===== src/rtl/ustar_block_stream_parser_defines.svh =====
// ----------------------------------------------------------------------------
// ustar block stream parser assertion macros
// concurrent checks on clk, with and without the reset disable
// ----------------------------------------------------------------------------
`ifndef USTAR_BLOCK_STREAM_PARSER_DEFINES_SVH
`define USTAR_BLOCK_STREAM_PARSER_DEFINES_SVH

`ifndef SYNTHESIS
// check that is off while rst is high
`define USTAR_ASSERT(label, prop, msg) \
  label: assert property (@(posedge clk) disable iff (rst) prop) else $error(msg);
// check that also holds through reset
`define USTAR_ASSERT_ALWAYS(label, prop, msg) \
  label: assert property (@(posedge clk) prop) else $error(msg);
`else
`define USTAR_ASSERT(label, prop, msg)
`define USTAR_ASSERT_ALWAYS(label, prop, msg)
`endif

`endif


===== src/rtl/ustar_pkg.sv =====
// ----------------------------------------------------------------------------
// ustar package
// types, header layout offsets and codes for the tar stream parser
// ----------------------------------------------------------------------------
`timescale 1ns / 1ps

package ustar_pkg;

  localparam int SizeBitsDefault = 36;

  // fixed field widths
  localparam int OffBits       = 9;
  localparam int SumBits       = 18;
  localparam int StoredSumBits = 24;
  localparam int ModeBits      = 12;
  localparam int TimeBits      = 36;
  localparam int OutSizeBits   = 36;
  localparam int MaxSizeBits   = 64;

  localparam logic [SumBits-1:0] BlankSum = SumBits'(256);

  // header layout
  localparam logic [OffBits-1:0] NameAt     = 9'd0;
  localparam logic [OffBits-1:0] ModeFirst  = 9'd100;
  localparam logic [OffBits-1:0] ModeLast   = 9'd107;
  localparam logic [OffBits-1:0] SizeFirst  = 9'd124;
  localparam logic [OffBits-1:0] SizeLast   = 9'd135;
  localparam logic [OffBits-1:0] TimeFirst  = 9'd136;
  localparam logic [OffBits-1:0] TimeLast   = 9'd147;
  localparam logic [OffBits-1:0] SumFirst   = 9'd148;
  localparam logic [OffBits-1:0] SumLast    = 9'd155;
  localparam logic [OffBits-1:0] TypeAt     = 9'd156;
  localparam logic [OffBits-1:0] MagicFirst = 9'd257;
  localparam logic [OffBits-1:0] MagicLast  = 9'd261;
  localparam logic [OffBits-1:0] BlockLast  = 9'd511;

  localparam logic [7:0] MagicText [5] = '{8'h75, 8'h73, 8'h74, 8'h61, 8'h72};

  // characters
  localparam logic [7:0] ChBlank   = 8'h20;
  localparam logic [7:0] ChZero    = 8'h30;
  localparam logic [7:0] ChSeven   = 8'h37;
  localparam logic [7:0] ChRegular = 8'h30;

  // octal field slots, flags hold skip at 2*f and stop at 2*f+1
  localparam int FldMode  = 0;
  localparam int FldSize  = 1;
  localparam int FldTime  = 2;
  localparam int FldSum   = 3;
  localparam int NumFlds  = 4;
  localparam logic [2*NumFlds-1:0] FieldFlagsReset = 8'h55;

  typedef enum logic [1:0] {
    PhHeader = 2'd0,
    PhData   = 2'd1,
    PhSkip   = 2'd2,
    PhDead   = 2'd3
  } phase_t;

  typedef enum logic [1:0] {
    KindHeader = 2'd0,
    KindData   = 2'd1,
    KindError  = 2'd2
  } kind_t;

  typedef struct packed {
    logic magic_ok;
    logic name_ok;
    logic nonzero;
  } check_t;

  localparam check_t CheckReset = '{magic_ok: 1'b1, name_ok: 1'b1, nonzero: 1'b0};

endpackage


===== src/rtl/ustar_if.sv =====
// ----------------------------------------------------------------------------
// ustar stream interfaces
// valid/ready channels for archive words in and parsed records out
// ----------------------------------------------------------------------------
`timescale 1ns / 1ps

interface ustar_in_if ();
  logic       valid;
  logic       ready;
  logic [7:0] archive_byte;

  modport source (output valid, output archive_byte, input ready);
  modport sink (input valid, input archive_byte, output ready);
endinterface

interface ustar_out_if import ustar_pkg::*; ();
  logic                   valid;
  logic                   ready;
  logic [1:0]             kind;
  logic [7:0]             payload_byte;
  logic [ModeBits-1:0]    file_mode;
  logic [OutSizeBits-1:0] file_size;
  logic [TimeBits-1:0]    mod_time;
  logic [7:0]             type_byte;
  logic                   extracted;
  logic                   last;

  modport source (
    output valid, output kind, output payload_byte, output file_mode,
    output file_size, output mod_time, output type_byte, output extracted,
    output last, input ready
  );
  modport sink (
    input valid, input kind, input payload_byte, input file_mode,
    input file_size, input mod_time, input type_byte, input extracted,
    input last, output ready
  );
endinterface


===== src/rtl/ustar_block_stream_parser.sv =====
// ----------------------------------------------------------------------------
// ustar block stream parser
// byte-serial tar reader: header checks, octal fields, file data passthrough
// ----------------------------------------------------------------------------
// The archive enters one byte per word on the archive channel and is cut into
// 512-byte blocks. A header block is checked (nonzero first name byte, "ustar"
// magic, octal checksum against the byte sum with the checksum field counted
// as blanks) and on its last byte one header record leaves on the result
// channel with mode, size, mtime and the type byte. Regular files (type '0')
// then send every data byte as a word with last marking the final one; data
// of other types and block padding are dropped. An all-zero block after the
// first entry is dropped; before it, it fails as a bad header. A bad header
// gives one error word and the parser then swallows all input until rst.
// Throughput is one archive word per cycle with no gaps while results are
// taken; a word is taken into an input register, then one pass of logic
// updates the parse state and loads the result register. Back pressure on
// the result channel stalls the input register only while the result
// register is full and not being taken. There is no memory and no clearing
// pass after reset.
`timescale 1ns / 1ps
`include "ustar_block_stream_parser_defines.svh"

module ustar_block_stream_parser
  import ustar_pkg::*;
#(
  parameter int SIZE_BITS = SizeBitsDefault
) (
  input  logic               clk,
  input  logic               rst,
  ustar_in_if.sink           archive,
  ustar_out_if.source        result
);

  // --------------------------------------------------------------------------
  // registers
  // --------------------------------------------------------------------------

  // input stage
  logic       in_full;
  logic [7:0] in_byte;

  // parse state
  phase_t                   phase, phase_next;
  logic [OffBits-1:0]       block_offset, block_offset_next;
  logic                     seen_entry, seen_entry_next;
  logic [SIZE_BITS-1:0]     bytes_left, bytes_left_next;
  logic [SumBits-1:0]       sum_acc, sum_acc_next;
  logic [StoredSumBits-1:0] stored_sum, stored_sum_next;
  logic [ModeBits-1:0]      mode_acc, mode_acc_next;
  logic [SIZE_BITS-1:0]     size_acc, size_acc_next;
  logic [TimeBits-1:0]      time_acc, time_acc_next;
  logic [2*NumFlds-1:0]     field_flags, field_flags_next;
  check_t                   check_flags, check_flags_next;
  logic [7:0]               type_hold, type_hold_next;

  // result stage
  logic                   out_full;
  kind_t                  out_kind, out_kind_next;
  logic [7:0]             out_payload, out_payload_next;
  logic [ModeBits-1:0]    out_mode, out_mode_next;
  logic [OutSizeBits-1:0] out_size, out_size_next;
  logic [TimeBits-1:0]    out_time, out_time_next;
  logic [7:0]             out_type, out_type_next;
  logic                   out_extracted, out_extracted_next;
  logic                   out_last, out_last_next;
  logic                   emit;

  // --------------------------------------------------------------------------
  // handshake: the update pass runs when an input word is held and the result register can load
  // --------------------------------------------------------------------------
  logic advance;

  assign advance       = in_full && (!out_full || result.ready);
  assign archive.ready = !in_full || advance;

  // --------------------------------------------------------------------------
  // byte decode
  // --------------------------------------------------------------------------
  logic [7:0]           b;
  logic [OffBits-1:0]   off;
  logic                 end_blk;
  logic                 is_digit;
  logic                 blank_zero;
  logic [NumFlds-1:0]   fld_act;
  logic [NumFlds-1:0]   take;
  logic [2*NumFlds-1:0] flags_upd;
  logic                 in_magic;
  logic [2:0]           magic_idx;
  logic [SumBits-1:0]   sum_add;
  logic [SumBits-1:0]   sum_eff;
  check_t               check_eff;
  logic [7:0]           type_eff;
  logic                 hdr_valid;
  logic                 zero_drop;
  logic                 regular;
  logic                 size_zero;
  logic                 left_zero;
  logic                 left_one;
  logic [MaxSizeBits-1:0] size_ext;

  assign b          = in_byte;
  assign off        = block_offset;
  assign end_blk    = (off == BlockLast);
  assign is_digit   = (b >= ChZero) && (b <= ChSeven);
  assign blank_zero = (b == ChBlank) || (b == ChZero);

  // the four octal fields occupy disjoint byte ranges
  assign fld_act[FldMode] = (off >= ModeFirst) && (off <= ModeLast);
  assign fld_act[FldSize] = (off >= SizeFirst) && (off <= SizeLast);
  assign fld_act[FldTime] = (off >= TimeFirst) && (off <= TimeLast);
  assign fld_act[FldSum]  = (off >= SumFirst) && (off <= SumLast);

  // octal scan: skip leading blanks and zeros, stop at the first non-digit
  always_comb begin
    flags_upd = field_flags;
    take      = '0;
    for (int f = 0; f < NumFlds; f++) begin
      if (fld_act[f] && !field_flags[2*f+1] && !(field_flags[2*f] && blank_zero)) begin
        flags_upd[2*f] = 1'b0;
        if (is_digit) begin
          take[f] = 1'b1;
        end else begin
          flags_upd[2*f+1] = 1'b1;
        end
      end
    end
  end

  assign in_magic  = (off >= MagicFirst) && (off <= MagicLast);
  assign magic_idx = 3'(off - MagicFirst);

  // checksum field bytes count as blanks, which the reset value already holds
  assign sum_add = sum_acc + SumBits'(b);
  assign sum_eff = fld_act[FldSum] ? sum_acc : sum_add;

  always_comb begin
    check_eff = check_flags;
    if (b != 8'd0) begin
      check_eff.nonzero = 1'b1;
    end
    if ((off == NameAt) && (b == 8'd0)) begin
      check_eff.name_ok = 1'b0;
    end
    if (in_magic && (b != MagicText[magic_idx])) begin
      check_eff.magic_ok = 1'b0;
    end
  end

  assign type_eff  = (off == TypeAt) ? b : type_hold;
  assign hdr_valid = check_eff.name_ok && check_eff.magic_ok &&
                     (stored_sum == StoredSumBits'(sum_eff));
  assign zero_drop = !check_eff.nonzero && seen_entry;
  assign regular   = (type_hold == ChRegular);
  assign size_zero = (size_acc == '0);
  assign left_zero = (bytes_left == '0);
  assign left_one  = (bytes_left == SIZE_BITS'(1));

  // size goes out as its low 36 bits, zero filled when narrower
  always_comb begin
    size_ext                  = '0;
    size_ext[SIZE_BITS-1:0]   = size_acc;
  end

  // --------------------------------------------------------------------------
  // phase next state
  // --------------------------------------------------------------------------
  always_comb begin
    phase_next = phase;
    case (phase)
      PhHeader: begin
        if (end_blk && !zero_drop) begin
          if (!hdr_valid) begin
            phase_next = PhDead;
          end else if (size_zero) begin
            // nothing follows, next block is a header again
            phase_next = PhHeader;
          end else if (regular) begin
            phase_next = PhData;
          end else begin
            phase_next = PhSkip;
          end
        end
      end
      PhData, PhSkip: begin
        // back to headers at the block boundary once the data is used up
        if (end_blk && (left_zero || left_one)) begin
          phase_next = PhHeader;
        end
      end
      PhDead: begin
        phase_next = PhDead;
      end
      default: begin
        phase_next = PhHeader;
      end
    endcase
  end

  // --------------------------------------------------------------------------
  // datapath and result next values
  // --------------------------------------------------------------------------
  always_comb begin
    block_offset_next = block_offset;
    seen_entry_next   = seen_entry;
    bytes_left_next   = bytes_left;
    sum_acc_next      = sum_acc;
    stored_sum_next   = stored_sum;
    mode_acc_next     = mode_acc;
    size_acc_next     = size_acc;
    time_acc_next     = time_acc;
    field_flags_next  = field_flags;
    check_flags_next  = check_flags;
    type_hold_next    = type_hold;

    emit               = 1'b0;
    out_kind_next      = KindHeader;
    out_payload_next   = '0;
    out_mode_next      = '0;
    out_size_next      = '0;
    out_time_next      = '0;
    out_type_next      = '0;
    out_extracted_next = 1'b0;
    out_last_next      = 1'b0;

    case (phase)
      PhHeader: begin
        block_offset_next = off + OffBits'(1);
        sum_acc_next      = sum_eff;
        check_flags_next  = check_eff;
        type_hold_next    = type_eff;
        field_flags_next  = flags_upd;
        // digits are 0x30..0x37, so the low three bits are the value
        if (take[FldMode]) begin
          mode_acc_next = {mode_acc[ModeBits-4:0], b[2:0]};
        end
        if (take[FldSize]) begin
          size_acc_next = {size_acc[SIZE_BITS-4:0], b[2:0]};
        end
        if (take[FldTime]) begin
          time_acc_next = {time_acc[TimeBits-4:0], b[2:0]};
        end
        if (take[FldSum]) begin
          stored_sum_next = {stored_sum[StoredSumBits-4:0], b[2:0]};
        end

        if (end_blk) begin
          if (!zero_drop) begin
            emit = 1'b1;
            if (!hdr_valid) begin
              out_kind_next = KindError;
            end else begin
              out_kind_next      = KindHeader;
              out_mode_next      = mode_acc;
              out_size_next      = size_ext[OutSizeBits-1:0];
              out_time_next      = time_acc;
              out_type_next      = type_hold;
              out_extracted_next = regular;
              out_last_next      = !regular || size_zero;
              seen_entry_next    = 1'b1;
              bytes_left_next    = size_acc;
            end
          end
          // fresh accumulators for the next header
          sum_acc_next     = BlankSum;
          stored_sum_next  = '0;
          mode_acc_next    = '0;
          size_acc_next    = '0;
          time_acc_next    = '0;
          field_flags_next = FieldFlagsReset;
          check_flags_next = CheckReset;
          type_hold_next   = '0;
        end
      end
      PhData, PhSkip: begin
        block_offset_next = off + OffBits'(1);
        if (!left_zero) begin
          bytes_left_next = bytes_left - SIZE_BITS'(1);
          if (phase == PhData) begin
            emit             = 1'b1;
            out_kind_next    = KindData;
            out_payload_next = b;
            out_last_next    = left_one;
          end
        end
      end
      PhDead: begin
        // all input swallowed until reset
      end
      default: begin
      end
    endcase
  end

  // --------------------------------------------------------------------------
  // sequential
  // --------------------------------------------------------------------------
  always_ff @(posedge clk) begin
    if (rst) begin
      in_full <= 1'b0;
    end else if (archive.valid && archive.ready) begin
      in_full <= 1'b1;
    end else if (advance) begin
      in_full <= 1'b0;
    end
  end

  always_ff @(posedge clk) begin
    if (archive.valid && archive.ready) begin
      in_byte <= archive.archive_byte;
    end
  end

  always_ff @(posedge clk) begin
    if (rst) begin
      phase        <= PhHeader;
      block_offset <= '0;
      seen_entry   <= 1'b0;
      bytes_left   <= '0;
      sum_acc      <= BlankSum;
      stored_sum   <= '0;
      mode_acc     <= '0;
      size_acc     <= '0;
      time_acc     <= '0;
      field_flags  <= FieldFlagsReset;
      check_flags  <= CheckReset;
      type_hold    <= '0;
    end else if (advance) begin
      phase        <= phase_next;
      block_offset <= block_offset_next;
      seen_entry   <= seen_entry_next;
      bytes_left   <= bytes_left_next;
      sum_acc      <= sum_acc_next;
      stored_sum   <= stored_sum_next;
      mode_acc     <= mode_acc_next;
      size_acc     <= size_acc_next;
      time_acc     <= time_acc_next;
      field_flags  <= field_flags_next;
      check_flags  <= check_flags_next;
      type_hold    <= type_hold_next;
    end
  end

  always_ff @(posedge clk) begin
    if (rst) begin
      out_full <= 1'b0;
    end else if (advance) begin
      out_full <= emit;
    end else if (result.ready) begin
      out_full <= 1'b0;
    end
  end

  always_ff @(posedge clk) begin
    if (advance && emit) begin
      out_kind      <= out_kind_next;
      out_payload   <= out_payload_next;
      out_mode      <= out_mode_next;
      out_size      <= out_size_next;
      out_time      <= out_time_next;
      out_type      <= out_type_next;
      out_extracted <= out_extracted_next;
      out_last      <= out_last_next;
    end
  end

  assign result.valid        = out_full;
  assign result.kind         = out_kind;
  assign result.payload_byte = out_payload;
  assign result.file_mode    = out_mode;
  assign result.file_size    = out_size;
  assign result.mod_time     = out_time;
  assign result.type_byte    = out_type;
  assign result.extracted    = out_extracted;
  assign result.last         = out_last;

  // --------------------------------------------------------------------------
  // assertions
  // --------------------------------------------------------------------------

  // a bad header locks the parser until reset
  `USTAR_ASSERT(a_dead_sticks, (phase == PhDead) |=> (phase == PhDead), "dead phase left")

  // entering the locked phase always comes with an error word on the output
  `USTAR_ASSERT(a_dead_reports, ((phase == PhDead) && ($past(phase) != PhDead)) |-> (out_full && (out_kind == KindError)), "dead without error word")

  // returning to header parsing happens only on a block boundary
  `USTAR_ASSERT(a_header_aligned, ((phase == PhHeader) && ($past(phase) != PhHeader)) |-> (block_offset == '0), "header phase off block boundary")

  // no result is offered in the cycle after reset
  `USTAR_ASSERT_ALWAYS(a_reset_empty, $past(rst) |-> !result.valid, "result valid after reset")

endmodule


===== src/flat_wrapper.sv =====
// flat-port wrapper written by rule: the top's interface ports become plain ports
module ustar_block_stream_parser_flat import ustar_pkg::*;
#(
  parameter int SIZE_BITS = SizeBitsDefault
)
  (clk, rst, archive_valid, archive_archive_byte, archive_ready, result_valid, result_kind, result_payload_byte, result_file_mode, result_file_size, result_mod_time, result_type_byte, result_extracted, result_last, result_ready);
  ustar_in_if archive_i ();
  ustar_out_if result_i ();
  input  logic clk;
  input  logic rst;
  input wire logic [$bits(archive_i.valid)-1:0] archive_valid;
  input wire logic [$bits(archive_i.archive_byte)-1:0] archive_archive_byte;
  output wire logic [$bits(archive_i.ready)-1:0] archive_ready;
  output wire logic [$bits(result_i.valid)-1:0] result_valid;
  output wire logic [$bits(result_i.kind)-1:0] result_kind;
  output wire logic [$bits(result_i.payload_byte)-1:0] result_payload_byte;
  output wire logic [$bits(result_i.file_mode)-1:0] result_file_mode;
  output wire logic [$bits(result_i.file_size)-1:0] result_file_size;
  output wire logic [$bits(result_i.mod_time)-1:0] result_mod_time;
  output wire logic [$bits(result_i.type_byte)-1:0] result_type_byte;
  output wire logic [$bits(result_i.extracted)-1:0] result_extracted;
  output wire logic [$bits(result_i.last)-1:0] result_last;
  input wire logic [$bits(result_i.ready)-1:0] result_ready;
  assign archive_i.valid = archive_valid;
  assign archive_i.archive_byte = archive_archive_byte;
  assign archive_ready = archive_i.ready;
  assign result_valid = result_i.valid;
  assign result_kind = result_i.kind;
  assign result_payload_byte = result_i.payload_byte;
  assign result_file_mode = result_i.file_mode;
  assign result_file_size = result_i.file_size;
  assign result_mod_time = result_i.mod_time;
  assign result_type_byte = result_i.type_byte;
  assign result_extracted = result_i.extracted;
  assign result_last = result_i.last;
  assign result_i.ready = result_ready;
  ustar_block_stream_parser #(.SIZE_BITS(SIZE_BITS)) u_core (.clk(clk), .rst(rst), .archive(archive_i), .result(result_i));
endmodule

===== config.mk =====
export PLATFORM = sky130hd
export DESIGN_NAME = ustar_block_stream_parser_flat
export DESIGN_NICKNAME = d
export VERILOG_FILES = /design/src/rtl/ustar_pkg.sv /design/src/rtl/ustar_if.sv /design/src/rtl/ustar_block_stream_parser.sv /design/src/flat_wrapper.sv
export VERILOG_INCLUDE_DIRS = /design/src /design/src/rtl
export SDC_FILE = /design/constraint.sdc
export NUM_CORES = 1
export LEC_CHECK = 0
export BUFFER_PORTS_ARGS = -buffer_cell sky130_fd_sc_hd__buf_2
export CAP_MARGIN = 20
export CORE_UTILIZATION = 59
export CTS_CLUSTER_SIZE = 16
export DETAILED_ROUTE_END_ITERATION = 8
export GPL_ROUTABILITY_DRIVEN = 0
export PLACE_DENSITY = 0.79
export SYNTH_ARGS = -nofsm -noshare
export SYNTH_HDL_FRONTEND = slang
export SYNTH_SLANG_ARGS = --single-unit

===== constraint.sdc =====
create_clock -name clk -period 13.03 [get_ports clk]
set_clock_uncertainty 0.1 [all_clocks]
set_input_delay 2.606 -clock clk [delete_from_list [all_inputs] [get_ports clk]]
set_output_delay 2.606 -clock clk [all_outputs]
set_load 0.01 [all_outputs]

==> out/qor.csv, run 1 <==
metric,value,unit
total_power,1.998,mW
wl_met3,2.932,mm
synth_most_common_cell,nor2_1,
hold_viol_final,0,
combinationalPowerShare,0.040,
dp_hpwl,22.91,mm
wire_per_inst,18.75,um
synth_commonest_cells,"nor2_1, dfxtp_1, a22oi_1, edfxtp_1, and2_1",
clockRootBuffer,clkbuf_16,
r2r-start,u_core.b[1],
clk_pin_slew,0.07,ns
antenna_found_initial,0,
cts.sink_count,307,
ys_top_cells_by_area,"dfxtp_1, edfxtp_1, a22oi_1",
crit_path_end,archive_ready,
wl_met2,15.95,mm
swShare,0.2226,
rows,56,
internal_power,1.553,mW
fp.dieW,156.2,um
grt_pass1_vias,10951,
ant_nets,0,
finalMaxSlewViolations,0,
setup.worst_path.start_class,primary input,
relSlewSlack,0.3045,
seq_power_share,0.502,
synthDistinctLibCells,79,
die_area,0.02440,mm^2
critical_path_arrival,3.04,ns
rsz0062_at_grt,no,
route.top_layer_used,met4,
final_util,0.6772,
syn_to_final_growth,12.94,%
dr.pass1.iters,6,
syn-instance-count,1468,
htreeDepth,1,
startpoint,result_ready,
clockPowerShare,0.458,
track_usage,0.2875,
synth_edf_count,112,
fmax,174.1,MHz
r2r_end,u_core.bytes_left[3],
cts-buffers-inserted,31,
grt_pass1_wl,56.54,mm
dieHeight,156.2,um
maxCapViolations,0,
ir_worst_vdd,0.0001053,V
viasPerCell,6.267,
synth.cell_area,0.01403,mm^2
fin_crit_sh,0.4407,
coreArea,0.02340,mm^2
wl,35.20,mm
clk_path_buf_depth,3,
power_density,126.0,mW/mm^2
wl_met1,15.51,mm
port_buffers,117,
r2r_slack,7.47,ns
vias,11764,
holdCritPathClass,register to register,
ys_seq_area_frac,0.5179,
cts.repair.resized,0,
crit_type,primary input to output pin,
clk-insertion-delay-late,0.57,ns
tns,0,ns
tightest_slew,1.043,ns
finalSetupViolCount,0,
synth_ff_type,dfxtp_1,
synth_largest_area_cell,dfxtp_1,
final_nets,1566,
holdBufCountCts,0,
endpoint_kind,output pin,
r2r_cells,13,
ys_ff_latch,307,
diodes,0,
syn_nets,1501,
fin_crit,5.742,ns
yosysWarnings,0,
grt_max_degree,126,
cts_setup_buffers,0,
cp_max_fo,3,
synth_top_area_share,0.2782,
drc,0,
syn_avg_cell_area,9.559,um^2
drive_above_1_share,0.1361,
start_util,0.5996,
grt_overflow_total,0,
fillCellCount,1799,
status,"finished, final reports clean",
cts_tree,done,
drt_iter0_markers,1481,
synthArstFlopShare,0,
switching_power,0.4447,mW
ioPinCount,118,
power.leakage,6.295,nW
cp.required,10.32,ns
[cells in the final DEF (no fill, tap or decap), types with 24 or more instances in the layout]
master and count:
nor2_1 218, dfxtp_1 195, a22oi_1 132, buf_2 116, edfxtp_1 112, and2_1 98, nand2_1 94, a21oi_1 70
nor3_1 42, o21ai_0 35, clkbuf_16 32, nand3_1 30, nor4_1 25, and3_1 24
[final cells by class]
| class | instances | area, um^2 | area share |
|---|---|---|---|
| clock buffer | 42 | 868.3 | 0.05479 |
| clock inverter | 16 | 191.4 | 0.01208 |
| inverter | 26 | 100.1 | 0.006316 |
| multi-input combinational | 1034 | 6306 | 0.3979 |
| sequential | 307 | 7267 | 0.4586 |
| tap | 319 | 399.1 | 0.02519 |
| timing repair buffer | 133 | 715.7 | 0.04516 |
[per-layer routing]
metal | vias up | GRT usage
met5 | - | 0
met4 | 0 | 0.09150
met3 | 79 | 0.04486
met2 | 571 | 0.4498
met1 | 5612 | 0.4087
li1 | 5502 | -
[power groups by stage]
| stage | Sequential (mW) | Combinational [mW] | Clock [mW] |
|---|---|---|---|
| after floorplan | 1.02 | 0.0640 | 0 |
| after global placement | 1.02 | 0.0766 | 0 |
| after detailed placement | 1.02 | 0.0779 | 0 |
| after CTS | 1.00 | 0.0788 | 0.922 |
| after global routing | 1.00 | 0.0869 | 0.958 |
| final | 1.00 | 0.0804 | 0.914 |
[registers in the layout, summed over array words and instances (netlist names)]
register                    flops
u_core.result.payload_byte      8
u_core.result.mod_time         36
u_core.size_acc                36
u_core.field_flags              8
u_core.seen_entry               1
u_core.bytes_left              36
u_core.stored_sum              24
u_core.result.extracted         1
u_core.block_offset             9
u_core.result.file_mode        12
u_core.b                        8
u_core.result.last              1
u_core.sum_acc                 18
u_core.mode_acc                12
u_core.check_flags              3
u_core.time_acc                36
u_core.result.valid             1
u_core.result.kind              2
u_core.in_full                  1
u_core.result.file_size        36
u_core.result.type_byte         8
u_core.phase                    2
u_core.type_hold                8
[worst min path at each step]
stage | startpoint | to | slack [ns] | cells past startpoint
after floorplan | u_core.field_flags[4] | u_core.field_flags[4] | 0.32 | 2
after global placement | u_core.field_flags[4] | u_core.field_flags[4] | 0.34 | 2
after detailed placement | u_core.field_flags[4] | u_core.field_flags[4] | 0.34 | 2
after CTS | u_core.field_flags[4] | u_core.field_flags[4] | 0.35 | 2
after global routing | u_core.field_flags[4] | u_core.field_flags[4] | 0.37 | 2
final | u_core.field_flags[4] | u_core.field_flags[4] | 0.35 | 2
[logic make-up (layout without fill, tap and decap cells)]
| family | count (synthesis) | after routing | synth area share |
|---|---|---|---|
| XOR/XNOR | 31 | 31 | 0.01935 |
| buffers and inverters | 127 | 217 | 0.03593 |
| AO/OA/AOI/OAI | 358 | 358 | 0.1827 |
| multiplexers | 12 | 12 | 0.008917 |
| flip-flops | 307 | 307 | 0.5179 |
| AND/OR/NAND/NOR | 612 | 612 | 0.2160 |
| adder cells (fa/ha/maj) | 21 | 21 | 0.01926 |
[stage by stage]
| stage | setup slack (ns) | hold slack, ns | cell area (um^2) | cells |
|---|---|---|---|---|
| floorplan | 7.210 | 0.3226 | 14030 | 1468 |
| global placement | 7.263 | 0.3354 | 14770 | 1817 |
| detailed placement | 7.163 | 0.3414 | 14770 | 1817 |
| CTS | 7.288 | 0.3514 | 15830 | 1875 |
| global route | 7.197 | 0.3732 | 15850 | 1877 |
| finish | 7.288 | 0.3540 | 15850 | 1877 |
[critical path: stages]
cell	delay [ns]
buf_2	0.10
nand3b_1	0.17
buf_2	0.16
Note: power is estimated with default switching activity, not from simulation.
==> inputs of run 2 (changes only) <==
==> constraint.sdc (replaced) <==
create_clock -name clk -period 5.5 [get_ports clk]
set_clock_uncertainty 0.1 [all_clocks]
set_input_delay 1.1 -clock clk [delete_from_list [all_inputs] [get_ports clk]]
set_output_delay 1.1 -clock clk [all_outputs]
set_load 0.01 [all_outputs]
==> out/qor.csv, run 2 (synthesis results as in run 1) <==
metric,value,unit,change
status,"finished, final reports clean",,unchanged
crit_type,register to register,,was primary input to output pin
clk-insertion-delay-late,0.56,ns,was 0.57 ns
setup_slack,0.6866,ns,was 7.288 ns
dp_hpwl,23.53,mm,was 22.91 mm
cts-buffers-inserted,31,,unchanged
tns,0,ns,unchanged
holdPathEnd,u_core.field_flags[4],,unchanged
seq_power_share,0.503,,was 0.502
combinationalPowerShare,0.040,,about the same
internal_power,3.680,mW,was 1.553 mW
worstHoldPathCells,2,,unchanged
endpoint_kind,register,,was output pin
clk_pin_slew,0.07,ns,about the same
mostFrequentLayoutCell,nor2_1,,unchanged
fin_crit_sh,0.8752,,
drive_above_1_share,0.1409,,was 0.1361
antenna_found_initial,0,,unchanged
cts_tree,done,,unchanged
dr.pass1.iters,5,,was 6
maxCapViolations,0,,unchanged
holdCritPathClass,register to register,,unchanged
postPlaceCellArea,0.01481,mm^2,was 0.01477 mm^2
rsz0062_at_grt,no,,unchanged
r2r_slack,0.69,ns,was 7.47 ns
cp_slowest_cell,edfxtp_1,,was nand3b_1
grt_overflow_total,0,,unchanged
clockRootBuffer,clkbuf_16,,unchanged
power_density,297.5,mW/mm^2,was 126.0 mW/mm^2
holdBufCountCts,0,,unchanged
clk_path_buf_depth,3,,unchanged
drt_iter0_markers,1177,,"was 1,481"
final_cell_mix,"nor2_1, dfxtp_1, a22oi_1",,unchanged
wl,35.11,mm,was 35.20 mm
final_util,0.6785,,was 0.6772
cp_num_buf_inv,1,,was 2
grt_pass1_wl,55.92,mm,was 56.54 mm
dieHeight,156.2,um,unchanged
fmax,207.8,MHz,
path_delay_family,simple AND/OR/NAND/NOR gates,,was buffers and inverters
power.leakage,6.322,nW,was 6.295 nW
grt_max_degree,95,,was 126
die_area,0.02440,mm^2,unchanged
wire_per_inst,18.68,um,was 18.75 um
cts_setup_buffers,0,,unchanged
cp_cell_sequence,ha_1 -> inv_1 -> fa_1 -> nand2b_1 -> a211oi_1 -> nor2_1 -> nor3_1 -> mux2i_1 -> o211ai_1 -> or4_1 -> o41ai_4 -> nand2_1 -> o32ai_2,,was buf_2 -> nand3b_1 -> buf_2
pre_cts_ws,0.7540,ns,was 7.163 ns
port_buffers,117,,unchanged
r2r_end,u_core.bytes_left[30],,was u_core.bytes_left[3]
cp_max_fo,11,,was 3
cts.sink_count,307,,unchanged
rows,56,,unchanged
syn_to_final_growth,13.15,%,was 12.94%
r2r-start,u_core.b[0],,was u_core.b[1]
setup.worst_path.start_class,register,,was primary input
stdcell_area,0.01588,mm^2,was 0.01585 mm^2
track_usage,0.2854,,was 0.2875
fin_crit,4.813,ns,
cp.required,5.86,ns,was 10.32 ns
vias,11814,,"was 11,764"
relSlewSlack,0.3479,,was 0.3045
coreArea,0.02340,mm^2,unchanged
final_nets,1569,,"was 1,566"
diodes,0,,unchanged
htreeDepth,1,,unchanged
viasPerCell,6.284,,was 6.267
finalSetupViolCount,0,,unchanged
fp.dieW,156.2,um,unchanged
hold_viol_final,0,,unchanged
ant_nets,0,,unchanged
cts.repair.resized,0,,unchanged
ir_worst_vdd,0.0002445,V,was 0.0001053 V
r2r_cells,13,,unchanged
tightest_slew,0.9716,ns,was 1.043 ns
swShare,0.2208,,was 0.2226
ioPinCount,118,,unchanged
drc,0,,unchanged
clockPowerShare,0.457,,was 0.458
switching_power,1.043,mW,was 0.4447 mW
min_from,u_core.field_flags[4],,unchanged
grt_pass1_vias,10778,,"was 10,951"
start_util,0.5996,,unchanged
finalMaxSlewViolations,0,,unchanged
critical_path_arrival,5.17,ns,was 3.04 ns
max_stage_delay,0.62,ns,was 0.17 ns
total_power,4.723,mW,was 1.998 mW
run 2: power by group through the flow:
stage | Sequential, mW | Clock (mW) | Combinational (mW)
after floorplan | 2.41 | 0 | 0.152
after CTS | 2.37 | 2.18 | 0.187
final | 2.38 | 2.16 | 0.191
after global routing | 2.37 | 2.27 | 0.209
after global placement | 2.42 | 0 | 0.183
after detailed placement | 2.42 | 0 | 0.186
run 2: tightest hold or removal path, delay by kind of cell (launching register included):
| kind | cells | cell delay, ns |
|---|---|---|
| flops | 1 | 0.31 |
| simple gates | 2 | 0.09 |
run 2: layout make-up:
class | count | area [um^2]
Fill cell | 1818 | 7525
Timing Repair Buffer | 136 | 752.0
Inverter | 26 | 100.1
Multi-Input combinational cell | 1034 | 6300
Clock buffer | 41 | 865.8
Sequential cell | 307 | 7267
Clock inverter | 17 | 193.9
Tap cell | 319 | 399.1
run 2: routing by layer:
metal	wire (um)	global-route usage	vias to the layer above	share of wire
met2	15640	0.4428	550	0.45
met3	3238	0.04625	75	0.092
met1	15190	0.4038	5688	0.43
met4	1040	0.1013	0	0.030
li1	-	-	5501	-
met5	0	0	-	0
run 2: how the worst max path moves through the flow:
stage | start | to | slack [ns] | cells past startpoint
floorplan | u_core.block_offset[3] | u_core.result.extracted | 1.05 | 10
global placement | u_core.b[0] | u_core.bytes_left[3] | 0.83 | 13
detailed placement | u_core.b[0] | u_core.bytes_left[23] | 0.75 | 13
CTS | u_core.b[0] | u_core.bytes_left[30] | 0.73 | 13
global route | u_core.b[0] | u_core.bytes_left[23] | 0.39 | 13
finish | u_core.b[0] | u_core.bytes_left[30] | 0.69 | 13
run 2: per-stage QoR:
step           hold slack [ns]  instances
2_1_floorplan           0.3226       1468
6_report                0.3456       1880
5_1_grt                 0.3699       1880
3_5_place_dp            0.3377       1821
3_3_place_gp            0.3360       1821
4_1_cts                 0.3481       1879
==> inputs of run 3 (changes only) <==
--- a/config.mk
+++ b/config.mk
@@ -12,7 +12,7 @@
 export CTS_CLUSTER_SIZE = 16
 export DETAILED_ROUTE_END_ITERATION = 8
 export GPL_ROUTABILITY_DRIVEN = 0
-export PLACE_DENSITY = 0.79
+export PLACE_DENSITY_LB_ADDON = 0.3
 export SYNTH_ARGS = -nofsm -noshare
 export SYNTH_HDL_FRONTEND = slang
 export SYNTH_SLANG_ARGS = --single-unit
==> out/qor.csv, run 3 (synthesis results as in run 1) <==
metric,value,unit,change
cp_slowest_cell,edfxtp_1,,unchanged
grt_overflow_total,0,,unchanged
tightest_slew,0.9511,ns,was 0.9716 ns
clockRootBuffer,clkbuf_16,,unchanged
stdcell_area,0.01584,mm^2,was 0.01588 mm^2
wl,34.88,mm,was 35.11 mm
drive_above_1_share,0.1389,,was 0.1409
cp_max_fo,11,,unchanged
critical_path_arrival,5.32,ns,was 5.17 ns
dieHeight,156.2,um,unchanged
dr.pass1.iters,6,,was 5
clk_pin_slew,0.06,ns,was 0.07 ns
fin_crit,4.974,ns,was 4.813 ns
clk_path_buf_depth,3,,unchanged
clk-insertion-delay-late,0.56,ns,about the same
max_stage_delay,0.63,ns,was 0.62 ns
syn_to_final_growth,12.85,%,was 13.15%
viasPerCell,6.214,,was 6.284
fp.dieW,156.2,um,unchanged
final_nets,1571,,"was 1,569"
ir_worst_vdd,0.0002575,V,was 0.0002445 V
antenna_found_initial,0,,unchanged
finalMaxSlewViolations,0,,unchanged
cp_cell_sequence,ha_1 -> inv_1 -> fa_1 -> nand2b_1 -> a211oi_1 -> or2_1 -> and4_1 -> nor2_1 -> a2111oi_1 -> nand4_1 -> o41ai_4 -> nand2_1 -> o32ai_1,,was ha_1 -> inv_1 -> fa_1 -> nand2b_1 -> a211oi_1 -> nor2_1 -> nor3_1 -> mux2i_1 -> o211ai_1 -> or4_1 -> o41ai_4 -> nand2_1 -> o32ai_2
holdCritPathClass,register to register,,unchanged
status,"finished, final reports clean",,unchanged
cts.sink_count,307,,unchanged
coreArea,0.02340,mm^2,unchanged
postPlaceCellArea,0.01483,mm^2,was 0.01481 mm^2
tns,0,ns,unchanged
ioPinCount,118,,unchanged
track_usage,0.2828,,was 0.2854
fmax,201.0,MHz,was 207.8 MHz
finalSetupViolCount,0,,unchanged
cp.required,5.84,ns,was 5.86 ns
rows,56,,unchanged
endpoint_kind,register,,unchanged
relSlewSlack,0.3496,,was 0.3479
holdBufCountCts,0,,unchanged
rsz0062_at_grt,no,,unchanged
power.leakage,6.279,nW,was 6.322 nW
start_util,0.5996,,unchanged
drc,0,,unchanged
htreeDepth,1,,unchanged
grt_max_degree,108,,was 95
drt_iter0_markers,1103,,"was 1,177"
mostFrequentLayoutCell,nor2_1,,unchanged
cts_tree,done,,unchanged
maxCapViolations,0,,unchanged
cts_setup_buffers,0,,unchanged
port_buffers,117,,unchanged
vias,11689,,"was 11,814"
fin_crit_sh,0.9045,,was 0.8752
dp_hpwl,23.40,mm,was 23.53 mm
setup.worst_path.start_class,register,,unchanged
cts-buffers-inserted,30,,was 31
grt_pass1_vias,10608,,"was 10,778"
grt_pass1_wl,55.18,mm,was 55.92 mm
ant_nets,0,,unchanged
die_area,0.02440,mm^2,unchanged
cts.repair.resized,0,,unchanged
diodes,0,,unchanged
hold_viol_final,0,,unchanged
final_cell_mix,"nor2_1, dfxtp_1, a22oi_1",,unchanged
wire_per_inst,18.54,um,was 18.68 um
crit_type,register to register,,unchanged
power_density,292.1,mW/mm^2,was 297.5 mW/mm^2
[run 3: final cells by class]
type,count,area [um^2]
Multi-Input combinational cell,1034,6300
Tap cell,319,399.1
Inverter,26,100.1
Sequential cell,307,7267
Clock inverter,13,132.6
Fill cell,1834,7567
Clock buffer,43,870.8
Timing Repair Buffer,139,765.7
[run 3: metal layers]
metal / GRT usage / part of all wire / vias to the layer above
li1: - / - / 5512
met1: 0.3798 / 0.43 / 5556
met2: 0.4422 / 0.45 / 537
met3: 0.07145 / 0.095 / 84
met4: 0.1013 / 0.031 / 0
met5: 0 / 0 / -
[run 3: final timing paths]
kind	endpoint	slack (ns)	start	depth (start not counted)
min	u_core.field_flags[4]	0.35	u_core.field_flags[4]	2
min reg2reg	u_core.field_flags[4]	0.35	u_core.field_flags[4]	2
max reg2reg	u_core.bytes_left[3]	0.53	u_core.b[0]	13
max	u_core.bytes_left[3]	0.53	u_core.b[0]	13
[run 3: worst max-delay path, delay by kind of cell, from the launching register on]
family	cells	cell delay [ns]
fa+ha+maj	2	0.66
compound gates	4	1.78
flops	1	0.63
buf+inv	1	0.06
simple gates	6	1.60
[run 3: per-stage QoR]
stage	power [mW]	utilization	setup slack (ns)	hold WS (ns)	instances
2_1_floorplan	2.559	-	1.047	0.3226	1468
3_3_place_gp	2.606	0.6336	0.8515	0.3339	1824
3_5_place_dp	2.611	0.6336	0.7330	0.3382	1824
4_1_cts	4.636	0.6765	0.6672	0.3483	1880
5_1_grt	4.758	0.6766	0.3529	0.3848	1881
6_report	4.625	0.6766	0.5255	0.3517	1881
[run 3: report_power, final]
group / switching (mW) / internal, mW
Sequential: 0.0249 / 2.35
Combinational: 0.122 / 0.0706
Clock: 0.863 / 1.19
Total: 1.01 / 3.61
